File: src/rtl/lfdp_pkg.sv
package lfdp_pkg;

    localparam int unsigned POS_W   = 4;
    localparam int unsigned BYTE_W  = 8;
    localparam int unsigned DIST_W  = 16;
    localparam int unsigned OUT_W   = 14;
    localparam int unsigned BAND_W  = 16;

    localparam logic [BYTE_W-1:0] HEADER_BYTE = 8'h59;
    localparam logic [DIST_W-1:0] DIST_LIMIT  = 16'd13000;

    // frame position codes
    localparam logic [POS_W-1:0] POS_HUNT  = 4'd0;
    localparam logic [POS_W-1:0] POS_HDR   = 4'd1;
    localparam logic [POS_W-1:0] POS_DLOW  = 4'd2;
    localparam logic [POS_W-1:0] POS_DHIGH = 4'd3;
    localparam logic [POS_W-1:0] POS_CSUM  = 4'd8;

    typedef struct packed {
        logic              check;   // checksum byte transferred this cycle
        logic              sum_ok;
        logic [DIST_W-1:0] dist_val;
    } frame_evt_t;

endpackage

File: src/rtl/lidar_frame_distance_parser.sv
// Lidar frame parser: takes one serial byte per transfer on s_rx_byte, finds the
// two 0x59 header bytes, checks the 9-byte frame's 8-bit checksum and reports the
// little-endian distance on m_distance when it is below 13000 and differs from the
// last reported value by at least the dead band (0 acts as 1). Bad frames are dropped.
// A byte is taken every cycle; the result appears in the cycle after the checksum
// byte's transfer and sits in an output register. The input stalls only when a
// checksum byte is next while the previous result has not been taken. The dead band
// resets to 1; the user writes it via cfg_we/cfg_wdata only while the block is idle.
module lidar_frame_distance_parser
    import lfdp_pkg::*;
(
    input  logic              aclk,
    input  logic              aresetn,
    input  logic              cfg_we,
    input  logic [BAND_W-1:0] cfg_wdata,
    input  logic              s_valid,
    output logic              s_ready,
    input  logic [BYTE_W-1:0] s_rx_byte,
    output logic              m_valid,
    input  logic              m_ready,
    output logic [OUT_W-1:0]  m_distance
);

    logic       at_csum;
    frame_evt_t evt;

    assign s_ready = !m_valid || !at_csum;

    lfdp_frame u_frame (
        .aclk      (aclk),
        .aresetn   (aresetn),
        .byte_xfer (s_valid && s_ready),
        .rx_byte   (s_rx_byte),
        .at_csum   (at_csum),
        .evt       (evt)
    );

    lfdp_report u_report (
        .aclk       (aclk),
        .aresetn    (aresetn),
        .cfg_we     (cfg_we),
        .cfg_wdata  (cfg_wdata),
        .evt        (evt),
        .m_valid    (m_valid),
        .m_ready    (m_ready),
        .m_distance (m_distance)
    );

endmodule

File: src/rtl/lfdp_frame.sv
module lfdp_frame
    import lfdp_pkg::*;
(
    input  logic              aclk,
    input  logic              aresetn,
    input  logic              byte_xfer,
    input  logic [BYTE_W-1:0] rx_byte,
    output logic              at_csum,
    output frame_evt_t        evt
);

    logic [POS_W-1:0]  pos_reg, pos_next;
    logic [BYTE_W-1:0] sum_reg, sum_next;
    logic [BYTE_W-1:0] dlow_reg, dhigh_reg;

    always_comb begin
        pos_next = pos_reg;
        sum_next = sum_reg;
        case (pos_reg)
            POS_HUNT: begin
                if (rx_byte == HEADER_BYTE) begin
                    pos_next = POS_HDR;
                    sum_next = rx_byte;
                end
            end
            POS_HDR: begin
                if (rx_byte == HEADER_BYTE) begin
                    pos_next = POS_DLOW;
                    sum_next = sum_reg + rx_byte;
                end else begin
                    pos_next = POS_HUNT;
                    sum_next = '0;
                end
            end
            POS_CSUM: begin
                pos_next = POS_HUNT;
                sum_next = '0;
            end
            default: begin
                pos_next = pos_reg + POS_W'(1);
                sum_next = sum_reg + rx_byte;
            end
        endcase
    end

    always_ff @(posedge aclk) begin
        if (!aresetn) begin
            pos_reg <= POS_HUNT;
            sum_reg <= '0;
        end else if (byte_xfer) begin
            pos_reg <= pos_next;
            sum_reg <= sum_next;
        end
    end

    always_ff @(posedge aclk) begin
        if (byte_xfer && pos_reg == POS_DLOW) begin
            dlow_reg <= rx_byte;
        end
        if (byte_xfer && pos_reg == POS_DHIGH) begin
            dhigh_reg <= rx_byte;
        end
    end

    assign at_csum      = (pos_reg == POS_CSUM);
    assign evt.check    = byte_xfer && at_csum;
    assign evt.sum_ok   = (rx_byte == sum_reg);
    assign evt.dist_val = {dhigh_reg, dlow_reg};

    a_pos_range: assert property (@(posedge aclk) disable iff (!aresetn)
        pos_reg <= POS_CSUM)
        else $error("frame position out of range");

    a_hunt_sum: assert property (@(posedge aclk) disable iff (!aresetn)
        (pos_reg == POS_HUNT) |-> (sum_reg == '0))
        else $error("running sum not cleared while hunting");

endmodule

File: src/rtl/lfdp_report.sv
module lfdp_report
    import lfdp_pkg::*;
(
    input  logic              aclk,
    input  logic              aresetn,
    input  logic              cfg_we,
    input  logic [BAND_W-1:0] cfg_wdata,
    input  frame_evt_t        evt,
    output logic              m_valid,
    input  logic              m_ready,
    output logic [OUT_W-1:0]  m_distance
);

    logic [BAND_W-1:0] band_reg;
    logic [DIST_W-1:0] last_reg;
    logic              valid_reg, valid_next;
    logic [OUT_W-1:0]  dist_reg;
    logic [DIST_W-1:0] delta;
    logic              fire;

    assign delta = (evt.dist_val >= last_reg) ? (evt.dist_val - last_reg)
                                              : (last_reg - evt.dist_val);

    // zero band behaves as one
    assign fire = evt.check && evt.sum_ok && (evt.dist_val < DIST_LIMIT)
                  && (delta != '0) && (delta >= band_reg);

    always_comb begin
        valid_next = valid_reg;
        if (fire) begin
            valid_next = 1'b1;
        end else if (m_ready) begin
            valid_next = 1'b0;
        end
    end

    always_ff @(posedge aclk) begin
        if (!aresetn) begin
            band_reg  <= BAND_W'(1);
            last_reg  <= '0;
            valid_reg <= 1'b0;
        end else begin
            valid_reg <= valid_next;
            if (cfg_we) begin
                band_reg <= cfg_wdata;
            end
            if (fire) begin
                last_reg <= evt.dist_val;
            end
        end
    end

    always_ff @(posedge aclk) begin
        if (fire) begin
            dist_reg <= evt.dist_val[OUT_W-1:0];
        end
    end

    assign m_valid    = valid_reg;
    assign m_distance = dist_reg;

    a_slot_free: assert property (@(posedge aclk) disable iff (!aresetn)
        evt.check |-> !valid_reg)
        else $error("checksum transfer while result pending");

    a_last_tracks: assert property (@(posedge aclk) disable iff (!aresetn)
        fire |=> (valid_reg && last_reg == {{(DIST_W-OUT_W){1'b0}}, dist_reg}))
        else $error("stored distance does not match report");

    a_in_range: assert property (@(posedge aclk) disable iff (!aresetn)
        fire |-> (evt.dist_val < DIST_LIMIT))
        else $error("reported distance out of range");

endmodule
File: config.mk
export PLATFORM = sky130hd
export DESIGN_NAME = lidar_frame_distance_parser
export DESIGN_NICKNAME = d
export VERILOG_FILES = /design/src/rtl/lfdp_pkg.sv /design/src/rtl/lidar_frame_distance_parser.sv /design/src/rtl/lfdp_frame.sv /design/src/rtl/lfdp_report.sv
export SDC_FILE = /design/constraint.sdc
export NUM_CORES = 1
export LEC_CHECK = 0
export BUFFER_PORTS_ARGS = -buffer_cell sky130_fd_sc_hd__buf_2
export CAP_MARGIN = 20
export CORE_UTILIZATION = 34
export CTS_BUF_LIST = sky130_fd_sc_hd__clkbuf_4
export DETAILED_ROUTE_END_ITERATION = 8
export PLACE_DENSITY = 0.53
export SETUP_SLACK_MARGIN = 0.1
export SYNTH_ARGS = -nofsm -noshare
export SYNTH_HDL_FRONTEND = slang
export SYNTH_SLANG_ARGS = --single-unit
File: constraint.sdc
create_clock -name aclk -period 8.4 [get_ports aclk]
set_clock_uncertainty 0.2 [all_clocks]
set_input_delay 0.84 -clock aclk [delete_from_list [all_inputs] [get_ports aclk]]
set_output_delay 0.84 -clock aclk [all_outputs]
set_load 0.05 [all_outputs]
# Yosys cells after proc, flatten, opt, wreduce, memory -nomap -nowiden
# Cells that the tools add are included.
dict set report classes {
  reduce_logical 15
  mux 9
  shift 0
  n_eq_ne 7
  n_lt_le_gt_ge 3
  multipliers 0
  n_bitwise 0
  n_div 0
  add_sub_neg 4
}
# operator n
set ops {}
lappend ops {{>= comparator 16 bit} 2}
lappend ops {{subtractor 16 bit} 2}
lappend ops {{one-hot mux 8 bit (3 select lines)} 1}
lappend ops {{< comparator 16 x 14 -> 1 bit (second input constant)} 1}
lappend ops {{two-way mux 16 bit} 1}
lappend ops {{two-way mux 8 bit} 2}
lappend ops {{nonzero test 16 bit} 1}
lappend ops {{one-hot mux 4 bit (3 select lines)} 1}
lappend ops {{adder 8 bit} 1}
lappend ops {{== test 4 x 2 -> 1 bit (second input constant)} 2}
lappend ops {{== test 8 x 7 -> 1 bit (second input constant)} 1}
lappend ops {{== test 8 bit} 1}
lappend ops {{logical AND 1 bit} 8}
lappend ops {{adder 4 x 1 -> 4 bit (second input constant)} 1}
lappend ops {{== test 4 x 1 -> 1 bit (second input constant)} 1}
lappend ops {{== test 4 bit (second input constant)} 1}
lappend ops {{zero test 4 bit} 1}
lappend ops {{two-way mux 4 bit} 1}
lappend ops {{zero test 1 bit} 2}
lappend ops {{two-way mux 1 bit} 2}
lappend ops {{two-way mux 2 bit} 1}
lappend ops {{inequality test 2 x 1 -> 1 bit (second input constant)} 1}
lappend ops {{AND reduction 2 bit} 1}
lappend ops {{nonzero test 2 bit} 1}
lappend ops {{logical OR 1 bit} 1}
dict set report totals {
  inputBits 29
  latch_bits 0
  rom_bits 0
  n_memories 0
  out_inout_bits 16
  ramBits 0
  elab_cells 46
  regBits 75
}

# Longest topological paths before layout
dict set report depth {
  ltp_word 10
  depth_mapped 20
}

# Modules after synthesis
# Synthesis repeated with hierarchy kept, for this count alone.
dict set report unflattened {
  hier_cells 566
  hier_area_um2 5388.9
}
# mod cells_per_inst seq_area_each_um2 n_inst area_each_um2
set by_module_without_submodules {}
lappend by_module_without_submodules {lfdp_report 423 1081.0 1 3882.5}
lappend by_module_without_submodules {lfdp_frame 141 720.7 1 1495.2}
lappend by_module_without_submodules {lidar_frame_distance_parser 2 0.0 1 11.3}

# Worst setup path before layout
# OpenSTA, ideal clock, no wires.
dict set report synth_timing {
  path_type {flip-flop to flip-flop}
  from {reg u_frame.dlow_reg[0]}
  to {reg u_report.dist_reg[0], in the netlist u_report.m_distance[0] (enable)}
  required_ns 7.790
  setup_time_ns 0.410
  period_less_slack_ns 5.210
  arrival_time_ns 4.600
  path_stages_with_launch 16
  path_slack_ns 3.190
  path_cell_list {edfxtp_1 inv_1 ha_1 inv_1 fa_1 a21o_1 a21oi_1 a211oi_2 or4b_1 and3b_1 or2_2 ha_1 nand4_1 nor3_1 a21oi_1 nor3_1}
}
dict set report synth_via {
  elab_chain_cells 5
  word_cells_on_any_way 10
  classes_between {2 x add/sub; 3 x order compare; 1 x mux; 4 x reduce/logical}
}
# element line
set synth_rtl {}
lappend synth_rtl {{start: declaration} lfdp_frame.sv:14} ;# logic [BYTE_W-1:0] dlow_reg, dhigh_reg;
lappend synth_rtl {{start signal: assignment} lfdp_frame.sv:58} ;# dlow_reg <= rx_byte;
lappend synth_rtl {{branches (longest 4 deep; another with subtractor 16 bit)} --}
lappend synth_rtl {{logical AND 1 bit (*)} lfdp_report.sv:26} ;# && (delta != '0) && (delta >= band_reg);
lappend synth_rtl {{via u_report.fire} lfdp_report.sv:19} ;# logic fire;
lappend synth_rtl {{end signal: assignment} lfdp_report.sv:55} ;# dist_reg <= evt.dist_val[OUT_W-1:0];
lappend synth_rtl {{end: declaration} lfdp_report.sv:17} ;# logic [OUT_W-1:0] dist_reg;
# Mark *: on every way through the listed nets, which the timed path passes.
# A chain may end at the register's enable or synchronous reset.

# Worst setup path in the final report
dict set report layout_timing {
  from {reg u_frame.dhigh_reg[3]}
  to {reg u_report.valid_reg, in the netlist u_report.m_valid}
}
dict set report layout_via {
  elab_chain_cells 6
  word_cells_on_any_way 12
  classes_between {2 x add/sub; 3 x order compare; 2 x mux; 5 x reduce/logical}
}
# element line
set layout_rtl {}
lappend layout_rtl {{start: declaration} lfdp_frame.sv:14}
lappend layout_rtl {{start signal: assignment} lfdp_frame.sv:61} ;# dhigh_reg <= rx_byte;
lappend layout_rtl {{branches (longest 4 deep; another with subtractor 16 bit)} --}
lappend layout_rtl {{logical AND 1 bit (*)} lfdp_report.sv:26}
lappend layout_rtl {{via u_report.fire} lfdp_report.sv:19}
lappend layout_rtl {{two-way mux 1 bit / nonzero test 2 bit (equally long branches)} --}
lappend layout_rtl {{end signal: assignment} lfdp_report.sv:43} ;# valid_reg <= valid_next;
lappend layout_rtl {{end: declaration} lfdp_report.sv:16} ;# logic valid_reg, valid_next;
# Marked as above.

==> flow_metrics.env <==
export IMPL_synth_top_family_by_area="compound AO/OA/AOI/OAI gates"
export IMPL_setup_viol=0
export IMPL_highest_layer="met4"
export IMPL_synth_net_count=664
export IMPL_design_area_sq_um=5770
export IMPL_hpwl_um=11400
export IMPL_vias=4447
export IMPL_ctsHoldBuffers=0
export IMPL_crit_type="flop to flop"
export IMPL_cts_setup_buffers=0
export IMPL_path_clk_slew_ns=0.13
export IMPL_drv_slew=0
export IMPL_yosysWarningCount=0
export IMPL_wl_um=14300
export IMPL_status="completed"
export IMPL_synth_seq_area_share=0.343
export IMPL_rsz0062_at_grt="false"
export IMPL_peakVddDrop_uv=80.1
export IMPL_cp_required_ns=8.56
export IMPL_drc=0
export IMPL_viasPerCell=5.56
export IMPL_die_h_um=126
export IMPL_dr_pass1_iters=4
export IMPL_nets=697
export IMPL_wl_met3_um=590
export IMPL_crit_start="u_frame.dhigh_reg[3]"
export IMPL_synth_xor_area_frac=0.0300
export IMPL_cts_tree="yes"
export IMPL_ctsResizeCount=0
export IMPL_max_freq_ghz=0.195
export IMPL_r2r_end="u_report.m_valid"
export IMPL_wl_met2_um=6960
export IMPL_rows=45
export IMPL_antenna_found_initial=0
export IMPL_cts_sinks=75
export IMPL_syn_cell_area_sq_um=5250
export IMPL_yosys_area_share_adder=0.150
export IMPL_place_congestion=0.919
export IMPL_cp_max_fo=17
export IMPL_grt_overflow_total=0
export IMPL_r2r_slack_ns=3.27
export IMPL_maxSlewHeadroom=0.346
export IMPL_die_w_um=126
export IMPL_avgRoutedWirePerCell_um=17.9
export IMPL_synthSimpleGateAreaFrac=0.158
export IMPL_grt_pass1_vias=4422
export IMPL_synthCells=574
export IMPL_crit_path_end_kind="flop"
export IMPL_mostFrequentLayoutCells="inv_1 (58), ha_1 (58), a21oi_1 (54)"
export IMPL_placed_cell_area_sq_um=5610
export IMPL_avgSynthCellArea_sq_um=9.15
export IMPL_met1_length_um=6240
export IMPL_cp_common_cell="a21o_1"
export IMPL_critical_path_slowest_cell="a211oi_2"
export IMPL_core_sq_um=15100
export IMPL_track_usage=0.186
export IMPL_async_flop_share=0
export IMPL_maxCapViolations=0
export IMPL_cts_root_buf="clkbuf_4"
export IMPL_fin_crit_ns=5.13
export IMPL_hp_class="flop to flop"
export IMPL_pin_count=45
export IMPL_reg2reg_depth=19
export IMPL_grt_pass1_wl_um=22900
export IMPL_dr_first_iter_drc_count=216
export IMPL_portBuffers=44
export IMPL_diodes=0
export IMPL_synthMuxAreaShare=0.0441
export IMPL_synth_distinct_cells=65
export IMPL_cts_buffers=9
export IMPL_drive_above_1_share=0.124
export IMPL_cp_arrival_ns=5.29
export IMPL_p_leak_nw=2.41
export IMPL_startpoint_type="flop"
export IMPL_grt_max_degree=35
export IMPL_synth_seq_cells=75
export IMPL_p_per_area_nw_per_um2=117
export IMPL_synth_edf_count=30
export IMPL_r2r_start="u_frame.dhigh_reg[3]"
export IMPL_htree_levels=3
export IMPL_cpPeakStageDelay_ns=0.52
export IMPL_ant_nets=0
export IMPL_worst_pin_slew_ns=0.977
export IMPL_tns_ns=0
export IMPL_dieArea_sq_um=15900
export IMPL_initial_core_util=0.347
export IMPL_clk_latency_ns=0.44
export IMPL_synth_ff_type="dfxtp_1"
export IMPL_synth_compound_area_frac=0.209
export IMPL_finalHoldViolCount=0
export IMPL_cts_buffer_depth=2
export IMPL_timing_critical_path_to="u_report.m_valid"
export IMPL_path_cells="inv_1 > ha_1 > nand4_1 > or2_1 > a211oi_2 > o21ai_0 > and2_1 > xnor2_1 > ha_1 > a21o_1 > a21o_1 > a21o_1 > a21o_1 > a211o_1 > a21oi_1 > buf_4 > nor3_2 > buf_4 > o21a_1"
export IMPL_area_delta_synth_final_pct=9.96
export IMPL_period_share=0.610
==> where the power goes <==
group	switching [W]	internal (W)	total (W)	leakage, nW
sequential	0.00000248	0.000381	0.000384	0.635
clock	0.000131	0.000120	0.000250	0.0812
combinational	0.0000244	0.0000178	0.0000423	1.69
==> cells by family (layout without fill, tap and decap cells) <==
family                   count (synthesis)  in the layout
AND/OR/NAND/NOR                        148            148
buffers and inverters                   84            122
multiplexers                            23             23
adder cells (fa/ha/maj)                 61             61
AO/OA/AOI/OAI                          165            165
flip-flops                              75             75
XOR/XNOR                                18             18
==> per-stage QoR <==
step           utilization  hold WS [ns]  setup slack (ns)  instances  power (W)
6_report             0.381         0.257              3.27        800   0.000676
5_1_grt              0.381         0.312              2.98        800   0.000706
4_1_cts              0.381         0.260              3.30        800   0.000686
3_5_place_dp         0.371         0.243              3.33        784   0.000435
3_3_place_gp         0.371         0.240              3.38        784   0.000433
2_1_floorplan            -         0.228              3.19        574   0.000417
==> per-layer routing <==
layer,vias to the layer above,GRT usage
li1,2165,-
met1,2123,0.220
met2,127,0.319
met3,32,0.0382
met4,0,0.0900
met5,-,0
==> layout make-up <==
cell class | instances | area, sq um
Tap cell | 188 | 235
Clock inverter | 7 | 92.6
Sequential cell | 75 | 1800
Fill cell | 1521 | 9370
Inverter | 58 | 218
Clock buffer | 9 | 67.6
Timing Repair Buffer | 48 | 250
Multi-Input combinational cell | 415 | 3110
==> cell usage after synthesis (all sizes together) (4+ instances only) <==
cell / number / area, sq um
a21o: 27 / 203
a21oi: 54 / 270
a22oi: 4 / 30.0
a31oi: 10 / 62.6
and2: 6 / 37.5
and3: 8 / 50.1
buf: 8 / 60.1
clkbuf: 18 / 67.6
dfxtp: 45 / 901
edfxtp: 30 / 901
ha: 58 / 726
inv: 58 / 218
mux2i: 22 / 220
nand2: 24 / 97.6
nand3: 7 / 35.0
nand4: 23 / 144
nor2: 39 / 146
nor2b: 6 / 37.5
nor3: 10 / 50.1
o21ai: 24 / 120
o21bai: 5 / 37.5
o31ai: 14 / 105
xnor2: 10 / 87.6
xor2: 8 / 70.1
==> critical path, delay by kind of cell, from the launching register on <==
family,cells,cell delay (ns)
compound gates,9,2.10
fa+ha+maj,2,0.78
flops,1,0.42
xor+xnor,1,0.12
simple gates,4,0.87
buf+inv,3,0.55
==> worst min path at each step <==
stage / from / endpoint / slack (ns) / cells past startpoint
2_1_floorplan: u_report.last_reg[15] / u_report.last_reg[15] / 0.23 / 2
3_3_place_gp: u_report.last_reg[15] / u_report.last_reg[15] / 0.24 / 2
3_5_place_dp: u_report.last_reg[15] / u_report.last_reg[15] / 0.24 / 2
4_1_cts: u_report.last_reg[15] / u_report.last_reg[15] / 0.26 / 2
5_1_grt: u_report.last_reg[14] / u_report.last_reg[14] / 0.31 / 2
6_report: u_report.last_reg[15] / u_report.last_reg[15] / 0.26 / 2
Power figures use the tool's default switching activity.
